--- src/rtl/brms_pkg.sv ---
// Shared types and constants of the block RMS level meter.
// Holds field widths, register indexes, saturation limits and the lane status struct.
// No dependencies.
package brms_pkg;

    // field and datapath widths
    localparam int SAMPLE_W   = 24;
    localparam int LEVEL_W    = 16;
    localparam int N_W        = 11;
    localparam int SUM_W      = 57;
    localparam int QUO_W      = SUM_W + 2;
    localparam int ROOT_W     = LEVEL_W + 1;
    localparam int SREM_W     = ROOT_W + 3;
    localparam int CFG_ADDR_W = 2;

    // stream payload widths
    localparam int S_DATA_W = 2 * SAMPLE_W;
    localparam int M_DATA_W = 2 * LEVEL_W;
    localparam int M_USER_W = 4;

    // parameter defaults
    localparam int MAX_BLOCK_DEF   = 1024;
    localparam int SAMPLE_BITS_DEF = 24;

    // register indexes
    localparam logic [CFG_ADDR_W-1:0] REG_LEFT_EN   = 2'd0;
    localparam logic [CFG_ADDR_W-1:0] REG_RIGHT_EN  = 2'd1;
    localparam logic [CFG_ADDR_W-1:0] REG_BLOCK_LEN = 2'd2;

    // saturation limits
    localparam logic [LEVEL_W-1:0] LEVEL_MAX    = {LEVEL_W{1'b1}};
    localparam logic [SUM_W-1:0]   LEVEL_SQ_MAX = SUM_W'(64'd4294836225);

    // status of one lane as seen by the merge stage
    typedef struct packed {
        logic               busy;
        logic               done;
        logic               valid;
        logic               clipped;
        logic [LEVEL_W-1:0] level;
    } brms_lane_stat_t;

endpackage

--- src/rtl/block_rms_level_meter.sv ---
// Top level of the two-channel block RMS level meter.
// Holds configuration, block counter, the two lanes and the output register.
// Depends on brms_pkg and brms_lane.
//
// Usage:
//   Samples enter on the s_axis channel, one left and one right sample per
//   transfer. Within a block one transfer is taken every cycle. After the
//   block's last transfer each lane divides four times its sum of squares by
//   the block length (59 one-bit steps) and takes a 17-step digit square
//   root; both lanes run in lockstep. s_axis_tready is low from the cycle
//   after the block's last sample transfer until the result moves into the
//   output register.
//   The output register holds a result while m_axis_tready is low; a new
//   block is accepted meanwhile, but the next result waits in the lanes and
//   holds off input until the register frees.
//   Reset clears the sums, the block count and the output valid; both
//   channels come up disabled with a block length of one.
//   Configuration is written through cfg_we, cfg_addr and cfg_wdata.
module block_rms_level_meter #(
    parameter int MAX_BLOCK   = brms_pkg::MAX_BLOCK_DEF,
    parameter int SAMPLE_BITS = brms_pkg::SAMPLE_BITS_DEF
) (
    input  logic                               clk,
    input  logic                               rst_n,
    input  logic                               cfg_we,
    input  logic [brms_pkg::CFG_ADDR_W-1:0]    cfg_addr,
    input  logic [brms_pkg::N_W-1:0]           cfg_wdata,
    input  logic                               s_axis_tvalid,
    output logic                               s_axis_tready,
    // left_sample [23:0], right_sample [47:24]
    input  logic [brms_pkg::S_DATA_W-1:0]      s_axis_tdata,
    output logic                               m_axis_tvalid,
    input  logic                               m_axis_tready,
    // left_level [15:0], right_level [31:16]
    output logic [brms_pkg::M_DATA_W-1:0]      m_axis_tdata,
    // left_valid [0], left_clipped [1], right_valid [2], right_clipped [3]
    output logic [brms_pkg::M_USER_W-1:0]      m_axis_tuser
);
    import brms_pkg::*;

    logic                  left_en_reg;
    logic                  right_en_reg;
    logic [N_W-1:0]        blen_reg;
    logic [N_W-1:0]        cnt_reg;
    logic [N_W-1:0]        cnt_next;
    logic [N_W-1:0]        n_eff;
    logic [N_W:0]          cnt_inc;
    logic                  blk_last;
    logic                  s_xfer;
    logic                  load;
    logic                  m_valid_reg;
    logic [M_DATA_W-1:0]   m_data_reg;
    logic [M_USER_W-1:0]   m_user_reg;
    brms_lane_stat_t       stat_l;
    brms_lane_stat_t       stat_r;

    // configuration writes
    always_ff @(posedge clk or negedge rst_n)
    begin
        if (!rst_n)
        begin
            left_en_reg  <= 1'b0;
            right_en_reg <= 1'b0;
            blen_reg     <= N_W'(1);
        end
        else if (cfg_we)
        begin
            case (cfg_addr)
                REG_LEFT_EN:   left_en_reg  <= cfg_wdata[0];
                REG_RIGHT_EN:  right_en_reg <= cfg_wdata[0];
                REG_BLOCK_LEN: blen_reg     <= cfg_wdata;
                default:
                begin
                end
            endcase
        end
    end

    // effective block length, zero taken as one and clamped to the maximum
    always_comb
    begin
        if (blen_reg == '0)
            n_eff = N_W'(1);
        else if (int'(blen_reg) > MAX_BLOCK)
            n_eff = N_W'(MAX_BLOCK);
        else
            n_eff = blen_reg;
    end

    // input handshake and block counter
    assign s_axis_tready = ~stat_l.busy & ~stat_r.busy;
    assign s_xfer        = s_axis_tvalid & s_axis_tready;
    assign cnt_inc       = {1'b0, cnt_reg} + (N_W + 1)'(1);
    assign blk_last      = cnt_inc >= {1'b0, n_eff};
    assign cnt_next      = blk_last ? '0 : cnt_inc[N_W-1:0];

    always_ff @(posedge clk or negedge rst_n)
    begin
        if (!rst_n)
            cnt_reg <= '0;
        else if (s_xfer)
            cnt_reg <= cnt_next;
    end

    // lanes
    brms_lane #(
        .SAMPLE_BITS (SAMPLE_BITS)
    ) u_lane_l (
        .clk    (clk),
        .rst_n  (rst_n),
        .xfer   (s_xfer),
        .en     (left_en_reg),
        .last   (blk_last),
        .sample (s_axis_tdata[SAMPLE_BITS-1:0]),
        .n      (n_eff),
        .ack    (load),
        .stat   (stat_l)
    );

    brms_lane #(
        .SAMPLE_BITS (SAMPLE_BITS)
    ) u_lane_r (
        .clk    (clk),
        .rst_n  (rst_n),
        .xfer   (s_xfer),
        .en     (right_en_reg),
        .last   (blk_last),
        .sample (s_axis_tdata[SAMPLE_W +: SAMPLE_BITS]),
        .n      (n_eff),
        .ack    (load),
        .stat   (stat_r)
    );

    // merge lane results into the output register
    assign load = stat_l.done & (~m_valid_reg | m_axis_tready);

    always_ff @(posedge clk or negedge rst_n)
    begin
        if (!rst_n)
            m_valid_reg <= 1'b0;
        else if (load)
            m_valid_reg <= 1'b1;
        else if (m_axis_tready)
            m_valid_reg <= 1'b0;
    end

    always_ff @(posedge clk)
    begin
        if (load)
        begin
            m_data_reg <= {stat_r.level, stat_l.level};
            m_user_reg <= {stat_r.clipped, stat_r.valid, stat_l.clipped, stat_l.valid};
        end
    end

    assign m_axis_tvalid = m_valid_reg;
    assign m_axis_tdata  = m_data_reg;
    assign m_axis_tuser  = m_user_reg;

`ifndef SYNTHESIS
    // both lanes run the same fixed step count and must finish together
    a_lanes_in_step: assert property (@(posedge clk) disable iff (!rst_n)
        stat_l.done == stat_r.done)
        else $error("lanes finished out of step");

    // the block's last transfer must hold off input while the level is worked out
    a_hold_after_end: assert property (@(posedge clk) disable iff (!rst_n)
        s_xfer && blk_last |=> !s_axis_tready)
        else $error("input taken during level computation");

    // a result only appears after the lanes reported done
    a_load_from_lanes: assert property (@(posedge clk) disable iff (!rst_n)
        $rose(m_axis_tvalid) |-> $past(stat_l.done))
        else $error("output valid without a finished level");
`endif

endmodule

--- src/rtl/brms_root.sv ---
// Level unit of one lane: restoring divide of 4*sum by the block length,
// then a digit-by-digit square root and rounding to the level.
// Depends on brms_pkg.
module brms_root (
    input  logic                          clk,
    input  logic                          rst_n,
    input  logic                          start,
    input  logic [brms_pkg::SUM_W-1:0]    sum,
    input  logic [brms_pkg::N_W-1:0]      n,
    input  logic                          ack,
    output logic                          idle,
    output logic                          done,
    output logic [brms_pkg::LEVEL_W-1:0]  level,
    output logic                          clipped
);
    import brms_pkg::*;

    localparam int STEP_W = $clog2(QUO_W);
    localparam logic [STEP_W-1:0] DIV_LAST = STEP_W'(QUO_W - 1);
    localparam logic [STEP_W-1:0] SQ_LAST  = STEP_W'(ROOT_W - 1);

    localparam logic [2:0] ST_IDLE = 3'd0;
    localparam logic [2:0] ST_DIV  = 3'd1;
    localparam logic [2:0] ST_CHK  = 3'd2;
    localparam logic [2:0] ST_SQRT = 3'd3;
    localparam logic [2:0] ST_DONE = 3'd4;

    logic [2:0]        state_reg;
    logic [2:0]        state_next;
    logic [STEP_W-1:0] step_reg;
    logic [STEP_W-1:0] step_next;
    logic [N_W-1:0]    n_reg;
    logic [N_W-1:0]    rem_reg;
    logic [QUO_W-1:0]  dq_reg;
    logic [ROOT_W-1:0] rt_reg;
    logic [SREM_W-1:0] sr_reg;
    logic              clip_reg;

    logic [N_W:0]      div_sh;
    logic [N_W:0]      div_dif;
    logic              div_ge;
    logic [SREM_W-1:0] sq_sh;
    logic [SREM_W-1:0] sq_trial;
    logic [SREM_W-1:0] sq_dif;
    logic              sq_ge;
    logic [ROOT_W:0]   rnd;
    logic              over_max;

    // one quotient bit per divide step
    assign div_sh  = {rem_reg, dq_reg[QUO_W-1]};
    assign div_ge  = div_sh >= {1'b0, n_reg};
    assign div_dif = div_sh - {1'b0, n_reg};

    // sum above n*LEVEL_MAX^2: 4*sum/n strictly above 4*LEVEL_MAX^2, remainder included
    assign over_max = (dq_reg[QUO_W-1:2] > LEVEL_SQ_MAX) ||
                      ((dq_reg[QUO_W-1:2] == LEVEL_SQ_MAX) &&
                       ((dq_reg[1:0] != 2'b00) || (rem_reg != '0)));

    // one root bit per square root step, two quotient bits brought down
    assign sq_sh    = {sr_reg[SREM_W-3:0], dq_reg[2*ROOT_W-1 -: 2]};
    assign sq_trial = {1'b0, rt_reg, 2'b01};
    assign sq_ge    = sq_sh >= sq_trial;
    assign sq_dif   = sq_sh - sq_trial;

    // largest odd m with m*m <= q is isqrt(q) or one less, level is (isqrt+1)/2
    assign rnd = {1'b0, rt_reg} + (ROOT_W + 1)'(1);

    assign idle    = (state_reg == ST_IDLE);
    assign done    = (state_reg == ST_DONE);
    assign level   = clip_reg ? LEVEL_MAX : rnd[LEVEL_W:1];
    assign clipped = clip_reg;

    // sequencer
    always_comb
    begin
        state_next = state_reg;
        step_next  = step_reg;
        case (state_reg)
            ST_IDLE:
            begin
                step_next = '0;
                if (start)
                    state_next = ST_DIV;
            end
            ST_DIV:
            begin
                if (step_reg == DIV_LAST)
                begin
                    state_next = ST_CHK;
                    step_next  = '0;
                end
                else
                    step_next = step_reg + STEP_W'(1);
            end
            ST_CHK:
                state_next = ST_SQRT;
            ST_SQRT:
            begin
                if (step_reg == SQ_LAST)
                begin
                    state_next = ST_DONE;
                    step_next  = '0;
                end
                else
                    step_next = step_reg + STEP_W'(1);
            end
            ST_DONE:
            begin
                if (ack)
                    state_next = ST_IDLE;
            end
            default:
            begin
                state_next = ST_IDLE;
                step_next  = '0;
            end
        endcase
    end

    always_ff @(posedge clk or negedge rst_n)
    begin
        if (!rst_n)
        begin
            state_reg <= ST_IDLE;
            step_reg  <= '0;
        end
        else
        begin
            state_reg <= state_next;
            step_reg  <= step_next;
        end
    end

    // datapath
    always_ff @(posedge clk)
    begin
        case (state_reg)
            ST_IDLE:
            begin
                if (start)
                begin
                    n_reg   <= n;
                    rem_reg <= '0;
                    dq_reg  <= {sum, 2'b00};
                end
            end
            ST_DIV:
            begin
                dq_reg  <= {dq_reg[QUO_W-2:0], div_ge};
                rem_reg <= div_ge ? div_dif[N_W-1:0] : div_sh[N_W-1:0];
            end
            ST_CHK:
            begin
                clip_reg <= over_max;
                rt_reg   <= '0;
                sr_reg   <= '0;
            end
            ST_SQRT:
            begin
                sr_reg <= sq_ge ? sq_dif : sq_sh;
                rt_reg <= {rt_reg[ROOT_W-2:0], sq_ge};
                dq_reg <= {dq_reg[QUO_W-3:0], 2'b00};
            end
            default:
            begin
            end
        endcase
    end

endmodule

--- src/rtl/brms_lane.sv ---
// One measurement lane: magnitude squarer, sum of squares and its level unit.
// Depends on brms_pkg and brms_root.
module brms_lane #(
    parameter int SAMPLE_BITS = brms_pkg::SAMPLE_BITS_DEF
) (
    input  logic                           clk,
    input  logic                           rst_n,
    input  logic                           xfer,
    input  logic                           en,
    input  logic                           last,
    input  logic [SAMPLE_BITS-1:0]         sample,
    input  logic [brms_pkg::N_W-1:0]       n,
    input  logic                           ack,
    output brms_pkg::brms_lane_stat_t      stat
);
    import brms_pkg::*;

    localparam int SQ_W = 2 * SAMPLE_BITS;

    logic [SAMPLE_BITS-1:0] mag;
    logic [SQ_W-1:0]        prod;
    logic [SQ_W-1:0]        sq_reg;
    logic                   sq_vld_reg;
    logic                   sq_last_reg;
    logic [SUM_W-1:0]       sum_reg;
    logic [SUM_W-1:0]       sum_next;
    logic                   valid_reg;
    logic                   start;
    logic                   root_idle;
    logic                   root_done;
    logic [LEVEL_W-1:0]     root_level;
    logic                   root_clipped;

    // magnitude and square of the sample
    assign mag  = sample[SAMPLE_BITS-1] ? (~sample + SAMPLE_BITS'(1)) : sample;
    assign prod = SQ_W'(mag) * SQ_W'(mag);

    always_ff @(posedge clk)
    begin
        if (xfer)
            sq_reg <= en ? prod : '0;
    end

    // square stage control and enable captured with the block's last item
    always_ff @(posedge clk or negedge rst_n)
    begin
        if (!rst_n)
        begin
            sq_vld_reg  <= 1'b0;
            sq_last_reg <= 1'b0;
            valid_reg   <= 1'b0;
        end
        else
        begin
            sq_vld_reg  <= xfer;
            sq_last_reg <= xfer & last;
            if (xfer && last)
                valid_reg <= en;
        end
    end

    // accumulate, clear at block end
    assign sum_next = sum_reg + SUM_W'(sq_reg);
    assign start    = sq_vld_reg & sq_last_reg;

    always_ff @(posedge clk or negedge rst_n)
    begin
        if (!rst_n)
            sum_reg <= '0;
        else if (sq_vld_reg)
            sum_reg <= sq_last_reg ? '0 : sum_next;
    end

    brms_root u_root (
        .clk     (clk),
        .rst_n   (rst_n),
        .start   (start),
        .sum     (sum_next),
        .n       (n),
        .ack     (ack),
        .idle    (root_idle),
        .done    (root_done),
        .level   (root_level),
        .clipped (root_clipped)
    );

    // status toward the merge stage, disabled lane reads as zero
    always_comb
    begin
        stat.busy    = start | ~root_idle;
        stat.done    = root_done;
        stat.valid   = valid_reg;
        stat.clipped = valid_reg & root_clipped;
        stat.level   = valid_reg ? root_level : '0;
    end

endmodule

--- config.mk ---
export PLATFORM = sky130hd
export DESIGN_NAME = block_rms_level_meter
export DESIGN_NICKNAME = d
export VERILOG_FILES = /design/src/rtl/brms_pkg.sv /design/src/rtl/block_rms_level_meter.sv /design/src/rtl/brms_root.sv /design/src/rtl/brms_lane.sv
export SDC_FILE = /design/constraint.sdc
export NUM_CORES = 2
export LEC_CHECK = 0
export ABC_AREA = 1
export BUFFER_PORTS_ARGS = -buffer_cell sky130_fd_sc_hd__buf_2
export CAP_MARGIN = 20
export CORE_ASPECT_RATIO = 0.9
export CORE_MARGIN = 5
export CORE_UTILIZATION = 35
export DETAILED_ROUTE_END_ITERATION = 10
export SLEW_MARGIN = 15
export SYNTH_ARGS = -nofsm -noshare
export SYNTH_HDL_FRONTEND = slang
export SYNTH_HIERARCHICAL = 1
export SYNTH_SLANG_ARGS = --single-unit
--- constraint.sdc ---
create_clock -name clk -period 5.4 [get_ports clk]
set_input_delay 0 -clock clk [delete_from_list [all_inputs] [get_ports clk]]
set_output_delay 0 -clock clk [all_outputs]
set_load 0.1 [all_outputs]
# [After elaboration in Yosys (flattened, before gate mapping)]
# Cells that the tools add are included.
[totals] reg_bits=527 in_bits=66 word_cells=171
[op_classes] n_addsub=13 mul=2 n_lt_le_gt_ge=8 eq_ne=24 mux=40 bitwise_logic=17 reduce_logical=35
[ops] operator="$pmux W59 S3" n=2
[ops] operator="$mux W59" n=2
[ops] operator="$add A57 B48 Y57" n=2
[ops] operator="$eq A57 B32 Y1 const B" n=2
[ops] operator="$gt A57 B32 Y1 const B" n=2
[ops] operator="$mux W57" n=2
[ops] operator="$mul A24 B24 Y48" n=2
[ops] operator="$pmux W18 S2" n=2
[ops] operator="$pmux W17 S2" n=2
[ops] operator="$mux W11" n=6
[ops] operator="$add A24 B1 Y24 const B" n=2
[ops] operator="$mux W24" n=2
[ops] operator="$not A24 Y24" n=2
[ops] operator="$pmux W11 S2" n=2
[ops] operator="$ge A20 B19 Y1" n=2
[ops] operator="$ge A12 B11 Y1" n=3
[ops] operator="$mux W18" n=2
[ops] operator="$pmux W6 S3" n=2
[ops] operator="$sub A18 B18 Y18" n=2
[ops] operator="$add A17 B1 Y17 const B" n=2
[ops] operator="$mux W16" n=2
[ops] operator="$pmux W3 S5" n=2
[ops] operator="$mux W6" n=4
[ops] operator="$reduce_bool A11 Y1" n=2
[ops] operator="28 further kinds" n=84

# [Longest topological paths before layout]
[logic_depth] word_depth=7 ltp_mapped=43 mapped_depth_nobuf=40

# [Cells and area by module]
# The synthesis kept the hierarchy.
[by_module_without_submodules] mod="brms_lane at u_lane_l" instances=1 cells_each=3740 area_per_inst_um2=26569.2 seq_area_each_um2=2912.8
[by_module_without_submodules] mod="brms_lane at u_lane_r" instances=1 cells_each=3686 area_per_inst_um2=26429.1 seq_area_each_um2=2912.8
[by_module_without_submodules] mod="brms_root" instances=2 cells_each=992 area_per_inst_um2=8155.3 seq_area_each_um2=3738.6
[by_module_without_submodules] mod="block_rms_level_meter" instances=1 cells_each=290 area_per_inst_um2=2845.2 seq_area_each_um2=1707.9

# [Worst setup path before layout]
# Ideal clock, no wire load.
[synth_timing] path_type="input to register" from="input port s_axis_tdata[0] (netlist name)" to="register u_lane_l.sq_reg[47] (data pin)" setup_time_ns=0.253 arrival_ns=6.883 t_required_ns=5.147 slack_ns=-1.736 path_stages=39 path_buffers=3 cell_sequence="buf_6 -> inv_6 -> clkbuf_1 -> ha_1 -> nand2_2 -> nor2_4 -> nand3_2 -> nor2_2 -> nand2_1 -> nand2_1 -> nand2_1 -> nand2_1 -> nand2_1 -> inv_1 -> buf_2 -> nor2_1 -> fa_1 -> inv_1 -> [3 not listed] -> inv_1 -> fa_1 -> fa_1 -> inv_1 -> fa_1 -> inv_1 -> ha_1 -> nand2_1 -> inv_1 -> nand2_1 -> nor3_1 -> nand2_1 -> nor2_1 -> nand2_1 -> nand3_1 -> nand2_1 -> nand2_1 -> nor2_1"
[synth_via] elab_chain_cells=4
[synth_lines] element="from (decl)" line="block_rms_level_meter.sv:31" source="input logic [brms_pkg::S_DATA_W-1:0] s_axis_tdata,"
[synth_lines] element="$not A24 Y24" line="brms_lane.sv:35" source="assign mag = sample[SAMPLE_BITS-1] ? (~sample + SAMPLE_BITS'(1)) : sample;"
[synth_lines] element="$add A24 B1 Y24" line="brms_lane.sv:35"
[synth_lines] element="$mux W24 *" line="brms_lane.sv:35"
[synth_lines] element="$mul A24 B24 Y48 *" line="brms_lane.sv:36" source="assign prod = SQ_W'(mag) * SQ_W'(mag);"
[synth_lines] element="to (signal assigned)" line="brms_lane.sv:41" source="sq_reg <= en ? prod : '0;"
[synth_lines] element="to (decl)" line="brms_lane.sv:22" source="logic [SQ_W-1:0] sq_reg;"
# Mark *: on every way between the ends. The rest lies on a longest branch, timed or not.
# A chain may end at the register's enable or synchronous reset.

# [Final worst setup path]
[layout_timing] from="input port s_axis_tdata[0] (netlist name)" to="register u_lane_l.sq_reg[36] (data pin)"
# Same word-level chain as after synthesis.

==> flow_summary.ini <==
[cells_and_area]
finish.instance_area_um2 = 90800
diodes = 0
layout.nets = 12200
final_util_pct = 44.2
post_route_cells_drive_above_1_share_pct = 21.7
final-seq-area_um2 = 15000
layout-area-overhead-vs-synth_pct = 25.9
multi_input_area_um2 = 51800
fillerInstances = 20500

[clocking]
clk_pin_slew_ps = 60
cts_buffers = 66
ctsHtreeMaxLevel = 3
clock-sinks = 527
tritoncts = done
latest_clock_arrival_within_the_worst_skew_pair_ps = 620
clockRootBuffer = clkbuf_16
clock_tree.buffer_depth = 3

[run_status]
run_status = complete, but fails checks
violations = negative setup slack

[worst_setup_path]
max_stage_delay_ps = 570
crit_type = primary input to register
critical_path_required_ps = 5760
critPathCapture = u_lane_l/sq_reg[36]
worst-path-stages = 35
crit_fanout = 5
worst_setup_slack_for_register_to_register_paths_ps = 1750
critical_path_buf_inv_count = 9
worst_setup_path_end_kind = register
worst_setup_path_startpoint = s_axis_tdata[0]
critPathTopFamily = adder cells
worst_setup_sp_type = primary input
r2r-end = u_lane_l/sq_reg[31]
crit_top_cell = inv_2
worstPathArrival_ps = 6600
critical_path.reg2reg.startpoint = u_lane_r/u_root/state_reg[2]
slowest_stage = fa_2
worst-r2r-cell-count = 8

[timing]
finalCriticalPeriod_ps = 6240
final_min_period_over_clock_period_pct = 116
achievable-frequency_mhz = 160
report.final.hold_viol_count = 0
slew-limit-headroom_pct = 28.6
setup_repair_after_global_routing_missed_its_margin = yes
finalSetupViolations = 73
final.setup.worst_slack_ps = -837
maxSlewViolCount = 0
hold_slack_ps = 154
fin_worst_skew_ps = 29.1
tightest_slew_ps = 1070

[synth]
syn_area_um2 = 72100
yosysWarningCount = 6
postSynthAreaPerCell_um2 = 7.44
synth_cells = 9699

[detailed_routing]
drt_first_pass_iters = 8
dr_total_vias = 64100
dr.first_iter.drc_count = 4324
drc_errors = 0
wirelength_um = 224000
routed_via_density = 4.75
routed_wire_length_per_instance_um = 16.6
postRouteAntennaNets = 0

[grt]
largest_net_degree_at_the_start_of_global_routing = 64
groute.usage.overall_pct = 20.6
antenna_found_initial = 3
overflow = 0
grt_pass1_wl_um = 355000
grt_pass1_vias = 65700

[die]
die_width_um = 489
core_area_um2 = 206000
height_of_the_chip_um = 441
starting_density_pct = 35.1
rows = 158
boundaryPins = 104
die_area_um2 = 215000

[placement]
port_buffers = 103
finalWeightedCongestion = 0.959
place_ws_ps = -1880
dp_hpwl_um = 185000
placement_cell_area_um2 = 83200

[hold_path]
hold_class = primary input to register

[job]
cap_viol_max_count = 0
## how the worst min path moves through the flow
stage | from | end | slack (ps) | cells past startpoint
2_1_floorplan | rst_n | blen_reg[10] | -300 | 0
3_3_place_gp | rst_n | u_lane_r/sum_reg[1] | 9 | 1
3_5_place_dp | rst_n | u_lane_r/sum_reg[2] | 20 | 1
4_1_cts | cfg_wdata[8] | blen_reg[8] | 100 | 3
5_1_grt | cfg_wdata[9] | blen_reg[9] | 150 | 3
6_report | cfg_wdata[9] | blen_reg[9] | 150 | 3
## final cells by class
cell class / instances / area share [%]
Timing Repair Buffer: 1094 / 10.1
Tap cell: 2720 / 3.75
Clock inverter: 31 / 0.343
Inverter: 2454 / 10.4
Timing Repair inverter: 1 / 0.00826
Multi-Input combinational cell: 6578 / 57.0
Sequential cell: 527 / 16.5
Clock buffer: 89 / 1.99
## per-stage QoR
step / setup TNS (ps) / instances
6_report: -47860 / 13500
5_1_grt: -65650 / 13500
4_1_cts: -41220 / 13400
3_5_place_dp: -119710 / 13200
3_3_place_gp: -112130 / 13200
2_1_floorplan: -65360 / 9731
## layout by cell type, fill, tap and decap left out, types with 36 or more instances in the layout
cell	count
a21oi_1	177
a21oi_2	66
a21oi_4	43
and2_1	52
buf_12	50
buf_2	92
buf_4	830
buf_6	90
clkbuf_16	69
conb_1	36
dfrtp_1	162
edfxtp_1	364
fa_1	797
fa_2	59
ha_1	450
ha_4	61
inv_1	2242
inv_2	157
nand2_1	2374
nand2_2	166
nand2_4	101
nand3_1	362
nand3_2	48
nand4_1	67
nor2_1	738
nor2_2	127
nor2_4	106
nor3_1	63
o21ai_0	152
o21ai_1	39
o21ai_2	64
o221ai_1	76
xnor2_1	36
xor2_1	69
## tightest hold or removal path, stage by stage
cell and delay (ps):
dlygate4sd3_1 520, buf_2 90, mux2_2 130
## what timing repair did
action                                  4_1_cts  5_1_grt
pin swaps                                   272      358
hold buffers                                 21        0
endpoints found under the setup margin       76       78
gates cloned                                  4        1
hold endpoints to repair                     64        0
gates resized for setup                     553      549
setup buffers                                82       76
## layer usage
layer | up-vias | global-route usage (%) | part of all wire [%]
met5 | - | 0 | 0.0058
met4 | 2 | 4.64 | 2.2
met3 | 285 | 2.30 | 5.8
met2 | 1654 | 33.9 | 46
met1 | 30800 | 29.1 | 46
li1 | 31300 | - | -
Power is left out: the tool's default activity adds up to more than one toggle a clock period on the data nets, which glitch-free logic cannot reach.
